[src/rtl/core/scshf_pkg.sv]
// Shared types, constants and helpers for the swept circle segment hit fraction block.
package scshf_pkg;

  localparam int CW       = 32;
  localparam int RW       = CW - 1;
  localparam int DW       = CW + 1;
  localparam int OUT_FRAC = 16;
  localparam int FW       = OUT_FRAC + 1;
  localparam int PW       = 72;
  localparam int W        = 200;
  localparam int SQW      = 128;
  localparam int SQI      = SQW / 2;
  localparam int CNTW     = $clog2(SQI);

  localparam logic [FW-1:0] FRAC_ONE = FW'(1) << OUT_FRAC;

  typedef logic signed [W-1:0]  wide_t;
  typedef logic signed [PW-1:0] pv_t;

  typedef enum logic [1:0] {
    K_ZERO  = 2'd0,
    K_POINT = 2'd1,
    K_PARA  = 2'd2,
    K_GEN   = 2'd3
  } kind_e;

  typedef enum logic [1:0] {
    OP_MUL  = 2'd0,
    OP_SQRT = 2'd1,
    OP_DIV  = 2'd2
  } op_e;

  typedef struct packed {
    logic start;
    op_e  op;
  } ar_req_t;

  typedef struct packed {
    kind_e           kind;
    logic            sw;
    logic            side_neg;
    logic [RW-1:0]   r;
    pv_t             r2;
    pv_t             q;
    pv_t             m;
    pv_t             pd_a;
    pv_t             pd_b;
    pv_t             pc_a;
    pv_t             pc_b;
    pv_t             de;
    pv_t             h;
    pv_t             sd;
  } item_t;

  function automatic wide_t wx(pv_t v);
    return {{(W-PW){v[PW-1]}}, v};
  endfunction

  function automatic logic signed [1:0] sgn(wide_t v);
    if (v[W-1]) return -2'sd1;
    if (v == '0) return 2'sd0;
    return 2'sd1;
  endfunction

  function automatic logic signed [1:0] cmp_root(wide_t y, wide_t x, wide_t yym, wide_t xx);
    logic signed [1:0] sy;
    logic signed [1:0] sx;
    logic signed [1:0] d;
    sy = sgn(y);
    sx = sgn(x);
    if (yym < xx) d = -2'sd1;
    else if (yym == xx) d = 2'sd0;
    else d = 2'sd1;
    if (sy != sx) return (sy > sx) ? 2'sd1 : -2'sd1;
    if (sy == 2'sd0) return 2'sd0;
    return (sy > 2'sd0) ? d : -d;
  endfunction

endpackage

[src/rtl/core/scshf_fifo.sv]
// Two-entry queue of classified queries between the front and back parts.
module scshf_fifo (
  input  logic             clk_i,
  input  logic             rst_ni,
  input  logic             push_i,
  input  scshf_pkg::item_t data_i,
  output logic             full_o,
  input  logic             pop_i,
  output logic             empty_o,
  output scshf_pkg::item_t data_o
);
  import scshf_pkg::*;

  item_t      mem_q [2];
  logic       wp_q, rp_q;
  logic [1:0] cnt_q;

  always_ff @(posedge clk_i or negedge rst_ni) begin
    if (!rst_ni) begin
      wp_q  <= 1'b0;
      rp_q  <= 1'b0;
      cnt_q <= 2'd0;
    end else begin
      if (push_i) wp_q <= ~wp_q;
      if (pop_i) rp_q <= ~rp_q;
      cnt_q <= cnt_q + 2'(push_i) - 2'(pop_i);
    end
  end

  always_ff @(posedge clk_i) begin
    if (push_i) mem_q[wp_q] <= data_i;
  end

  assign data_o  = mem_q[rp_q];
  assign full_o  = (cnt_q == 2'd2);
  assign empty_o = (cnt_q == 2'd0);

endmodule

[config.mk]
export PLATFORM = sky130hd
export DESIGN_NAME = scshf_fifo
export DESIGN_NICKNAME = d
export VERILOG_FILES = /design/src/rtl/core/scshf_pkg.sv /design/src/rtl/core/scshf_fifo.sv
export SDC_FILE = /design/constraint.sdc
export NUM_CORES = 1
export LEC_CHECK = 0
export BUFFER_PORTS_ARGS = -buffer_cell sky130_fd_sc_hd__buf_2
export CORE_AREA = 2 2 586 588
export CTS_CLUSTER_DIAMETER = 60
export DETAILED_ROUTE_END_ITERATION = 10
export DIE_AREA = 0 0 588 590
export GPL_TIMING_DRIVEN = 0
export MAX_ROUTING_LAYER = met4
export PLACE_DENSITY = 0.43
export RECOVER_POWER = 25
export SYNTH_ARGS = -nofsm -noshare
export SYNTH_HDL_FRONTEND = slang
export SYNTH_SLANG_ARGS = --single-unit
[constraint.sdc]
create_clock -name clk_i -period 44.9 [get_ports clk_i]
set_clock_uncertainty 0.1 [all_clocks]
set_input_delay 2.245 -clock clk_i [delete_from_list [all_inputs] [get_ports clk_i]]
set_output_delay 2.245 -clock clk_i [all_outputs]
set_load 0.01 [all_outputs]
# Word level (Yosys, flattened, before mapping)
# Memory sizes are Yosys's and may differ from the RTL's.
# Index checks and enable logic that the tools add are counted.
# word_totals
reg_bits	4
ram_bits	1510
memories	1
# classes
n_reduce_logical	1
mux	2
n_eq_ne	1
bitwise	2
add_sub_neg	2
# memory_table
name	depth	word_bits	read_ports	rd_ports_with_merged_regs	wr	line	rtl
mem_q	2	755	1	0	1	scshf_fifo.sv:14	item_t mem_q [2];
# op_table
cell	n
$add A2 B1 Y2	1
$eq A2 B2 Y1 const B	1
$logic_not A2 Y1	1
$mux W1	2
$not A1 Y1	2
$sub A2 B1 Y2	1

# Logic depth before layout (Yosys ltp)
# Gate-level depths: netlist of the first run.
# logic_depth
word_depth	2
mapped_depth	5

# Worst setup path after synthesis of the first run
# Ideal clock, no wire load.
# synth_timing
kind	input to register
start	input port push_i
end	memory mem_q[0][0] (netlist bit) (enable)
required_ps	42815
cell_stages	1
arrival_ps	34575
setup_time_ps	1985
path_buffers	0
path_slack_ps	8240
cell_sequence	nor2b_1
# synth_via
elab_chain_len	2
# synth_lines
item	line	rtl
start: declaration	scshf_fifo.sv:5	input logic push_i,
$mux W1	scshf_fifo.sv:31	if (push_i) mem_q[wp_q] <= data_i;
$mux W1 (implied by the code)	scshf_fifo.sv:31	
end: declaration	scshf_fifo.sv:14	
# No other way between the ends.

==> results.md, run 1 <==
* Status: finished clean
* Gpl congestion at between 0.8 and 0.9
* Syn. warnings at 0
* Clock sink count at roughly 1500
* Peak supply drop at a little under 40 µV
* Syn nets at 3125
* Worst skew pair latency at 0.82 ns
* Synthesized area per cell at ~25 µm²
* IO Count at 1516
* First-pass GRT wire length at 286 mm
* Final Critical Period at between 5 and 6 ns
* Largest net degree at the start of global routing at between 50 and 60
* Post-Route WL at 221 mm
* Clock-pin slew on the worst setup and hold paths at 0.05 ns
* Post-route DRC at 0
* Die footprint at 0.347 mm²
* Dpl ws at between 30 and 40 ns
* R2R cell count at 11
* Min-Delay Path Class: register to register
* Sw power at 1700 µW
* # hold bufs at CTS at 0
* Antenna viol nets, final at 0
* Clock power frac at 28.1%
* Synth unique cells at 15
* CP endpoint kind: primary output
* CTS Buffer Depth at 4
* # Post-CTS Setup Buffers at 0
* Synth top area cells: edfxtp_1, mux2_4, buf_12, mux2_2, dfrtp_1
* Flop pwr share at 36.2%
* Drt pass-1 iters at 5
* # H-tree levels at 4
* Pins Over Slew Limit at 0
* Port bufs at 1515
* Flops & latches, synth at 1514
* Vias in the first global route at 31400
* Layout net count at 4883
* Non-Filler Instances at 8919
* Most common cell after layout, fill and taps aside: edfxtp_1
* Vias per inst at about 3.4
* Remaining global-route overflow at 0
* Fin crit share at 11.4%
* Syn Std Cell Area at 0.0585 mm²
* Top cell type by total area after synthesis: edfxtp_1
* Core area at roughly 0.34 mm²
* Final setup violation count at 0
* RSZ-0062 raised after global routing: false
* Sw Ratio at 32.0%
* Share of cells above drive strength 1 at approximately 58%
* Root buffer cell: clkbuf_16
* Int Pwr at between 3000 and 4000 µW
* Max Cap Violations at 0
* CP Launch Type: register
* Leakage at 0.0300 µW
* Setup TNS at 0 ns
* Slew Limit Headroom at 48.3%
* WP data arrival at 2.79 ns
* Cell Rows at 215
* Max Clk Rate at 0.195 GHz
* Die Ht at 590 µm
* Fin. Hold Viols at 0
* Syn Inst Count at 2364
* Seq/Total Area, Yosys at 77.7%
* Most frequent cells in the layout: edfxtp_1, buf_2, mux2_4
* Req. time, crit path at 42.56 ns
* Hold_ws at 0.454 ns
* Placed cells at 8482
* Comb pwr share at 35.7%
* Final core occ at 23.1%
* Hold Path Depth at 1
* CTS buffer count at slightly below 200
* Initial antenna violation count at slightly above 200
* Crit-path max FO at 10
* Syn-to-layout area delta at 34.9%
* # resized after CTS at 0
* CP Class: register to primary output
* Power per cell area at 67.5 mW/mm²
* Top-area cell type share of the netlist area at between 70% and 80%
* Detailed placement HPWL at 178 mm
* Drt initial violations at between 2000 and 2500
* Setup ws final at 39.76 ns
* Chip width at 588 µm
* Measured slew at the worst slew-check pin at slightly below 0.8 ns
* Initial core utilization at 17.1%
* Post-DR wirelength/cell at around 25 µm
* Overall Global Routing Usage at 12.6%
* CTS tree: built
* Via count at 30400
## metal layers
metal	vias up	global-route usage, %	part of all wire [%]	wire (µm)
li1	13200	-	-	-
met1	15200	14.0	39	85200
met2	1576	19.9	47	103000
met3	378	6.47	12	27300
met4	0	2.95	2.5	5450
met5	-	-	0	0
## logic make-up after synthesis
family | Yosys count | share of synthesized area (%)
DFF | 1514 | 77.7
muxes | 755 | 19.3
buffers and inverters | 86 | 2.81
and+or+nand+nor | 4 | 0.0385
xor gates and xnor gates | 3 | 0.0706
adders and majority gates | 2 | 0.0428
## flip-flops by register name, summed over array words and instances (netlist names)
name	flops
mem_q	1510
rp_q	1
cnt_q	2
wp_q	1
## final timing paths
path                         from      endpoint  slack (ns)
min in group asynchronous  rst_ni      cnt_q[1]        1.14
setup reg to reg             wp_q  mem_q[0][15]       41.15
hold / removal               wp_q          wp_q        0.45
max in group asynchronous  rst_ni          rp_q       43.37
hold reg to reg              wp_q          wp_q        0.45
setup / recovery             rp_q   data_o[392]       39.76
## cells in the mapped netlist
master       n
ha_1         2
mux2_4     740
edfxtp_1  1510
nor2_1       1
buf_4        1
mux2_2      15
buf_6        1
buf_8        5
nor2b_1      2
buf_12      77
and2_1       1
xor2_1       2
xor3_1       1
dfrtp_1      4
inv_1        2
## critical path, stage by stage, from the launching register on
cell and delay [ns]:
dfrtp_1 0.33, buf_6 0.36, buf_12 0.32, buf_12 0.25
mux2_4 0.34, buf_2 0.21
## layout make-up
class	instances	area, µm²
antenna	97	243
buffer	84	1640
clock buffer	236	5050
clock inverter	104	1050
fill	35800	262000
inverter	2	7.51
multi-input combinational	764	11400
sequential	1514	45400
tap	4557	5700
timing repair buffer	1561	8360
## power groups by stage
stage | Sequential [µW] | Combinational, µW | Clock, µW
3_3_place_gp | 2560 | 1910 | 0
4_1_cts | 1930 | 1980 | 1550
6_report | 1930 | 1900 | 1490
3_5_place_dp | 1960 | 1970 | 0
5_1_grt | 1950 | 2020 | 1600
2_1_floorplan | 2290 | 1120 | 0
## through the flow
step	instance area [µm²]	total power [µW]
final	78900	5320
after CTS	78900	5450
after floorplan	58500	3410
after detailed placement	72800	3930
after global routing	78800	5570
after global placement	71700	4470
Power figures use the tool's default switching activity.
==> inputs of run 2 (changes only) <==
- clock period: 44.9 -> 5.1 ns (I/O delays scaled with it)
==> results.md, run 2 (synthesized netlist as in run 1, its figures left out) <==
* CTS tree: built
* Initial antenna violation count at 118
* Most common cell after layout, fill and taps aside: edfxtp_1
* Clock sink count at 1514
* Largest regs: mem_q (1510), cnt_q (2)
* Setup ws final at between 1.5 and 2 ns
* Fin crit share at 63.0%
* Max Cap Violations at 0
* Post-route DRC at 0
* CP endpoint kind: primary output
* Min-Delay Path Class: input port to register
* Biggest register: mem_q
* First-pass GRT wire length at 313 mm
* Clock-pin slew on the worst setup and hold paths at roughly 0.060 ns
* Hold_ws at ~0.098 ns
* Fill cell count at 35000
* Remaining global-route overflow at 0
* Dpl ws at 1.90 ns
* Clock power frac at about 28%
* CTS Buffer Depth at 4
* CP Class: register to primary output
* Syn-to-layout area delta at 57.7%
* CP Launch Type: register
* # resized after CTS at 0
* Power per cell area at 529 mW/mm²
* Comb pwr share at between 30% and 40%
* Pins Over Slew Limit at 0
* Vias per inst at 3.47
* Status: finished clean
* Placed cells at 8482
* Layout net count at 6182
* CTS buffer count at 197
* Largest net degree at the start of global routing at 62
* Req. time, crit path at 4.74 ns
* Int Pwr at 33000 µW
* Final Critical Period at 3.21 ns
* Drt initial violations at ~2400
* Drt pass-1 iters at 7
* Measured slew at the worst slew-check pin at 0.897 ns
* Antenna viol nets, final at 0
* Non-Filler Instances at ~10000
* Post-DR wirelength/cell at 23.1 µm
* Area of the multi-input gates at around 0.011 mm²
* Sequential cell area at approximately 0.045 mm²
* Cell Rows at 215
* Root buffer cell: clkbuf_16
* WP data arrival at 2.86 ns
* Slew Limit Headroom at 40.2%
* Detailed placement HPWL at 186 mm
* Die Ht at slightly below 600 µm
* Via count at 35400
* Fin. Hold Viols at 0
* Overall Global Routing Usage at 13.4%
* Leakage at 0.0356 µW
* Vias in the first global route at 37400
* Flop pwr share at 34.8%
* Port bufs at 1515
* Sw Ratio at 32.4%
* # H-tree levels at 4
* Die footprint at 0.347 mm²
* Share of cells above drive strength 1 at 44.8%
* Initial core utilization at 17.1%
* Final setup violation count at 0
* Crit-path max FO at 10
* Max Clk Rate at slightly above 0.3 GHz
* Post-Route WL at 236 mm
* Worst skew pair latency at 0.86 ns
* IO Count at 1516
* Sw power at 15800 µW
* Chip width at 588 µm
* Core area at 0.341 mm²
* Gpl congestion at 0.880
* Peak supply drop at 355 µV
* Max reg flops at about 1500
* Most frequent cells in the layout: edfxtp_1, buf_2, dlygate4sd3_1
* RSZ-0062 raised after global routing: false
## run 2: cell types whose count changed in the layout (fill, tap and decap cells not counted), sizes merged
cell,delta
diode,-20
clkbuf,-23
buf,+20
dlygate4sd3,+1297
inv,-2
clkinvlp,+6
bufinv,+8
clkinv,+6
## run 2: repair_timing
item / in CTS / in global routing
hold buffers: 1297 / 0
setup buffers: 0 / 0
hold endpoints to repair: 1571 / 0
## run 2: final cells by class
type,instances,share of cell area (%)
clock inverters,122,1.45
diodes,77,0.209
flip-flops and latches,1514,49.3
multi-input cells,764,12.3
well taps,4557,6.19
inverters,2,0.00814
plain buffers,84,1.77
clock buffers,233,5.52
repair buffers,2858,23.2
## run 2: per-stage QoR
stage	cell area, µm²	util [%]	setup TNS, ns	total power, µW
6_report	92200	27.0	0	48800
3_5_place_dp	72800	21.3	0	35000
3_3_place_gp	71700	21.0	-	32300
4_1_cts	92200	27.0	0	50000
2_1_floorplan	58500	-	-9180.76	28100
5_1_grt	92100	27.0	0	51000
## run 2: critical path: stages, from the launching register on
cell and delay [ns]:
dfrtp_1 0.35, buf_6 0.44, buf_12 0.29, buf_12 0.21, mux2_4 0.40, buf_2 0.18
## run 2: worst paths after layout
kind                              from       endpoint  slack, ns  cells past startpoint
setup / recovery                  rp_q    data_o[593]       1.89                      5
hold / removal             data_i[628]  mem_q[0][628]        0.1                      2
setup reg to reg                  wp_q  mem_q[0][178]       1.90                      9
hold reg to reg                   wp_q           wp_q       0.45                      1
max in group asynchronous       rst_ni       cnt_q[0]       4.52                      3
min in group asynchronous       rst_ni           rp_q       0.20                      3
## run 2: power by group through the flow
stage | Clock (µW) | Sequential (µW) | Combinational (µW)
floorplan | 0 | 18200 | 9890
global placement | 0 | 17200 | 15100
detailed placement | 0 | 17200 | 17700
CTS | 14300 | 17000 | 18700
global route | 14700 | 17200 | 19100
finish | 13800 | 17000 | 18000
## run 2: routing by layer
layer,GRT usage (%),wire length [µm],up-vias
li1,-,-,15800
met5,-,0,-
met4,3.41,5970,0
met1,15.4,93600,17800
met3,5.48,24500,317
met2,21.7,112000,1528
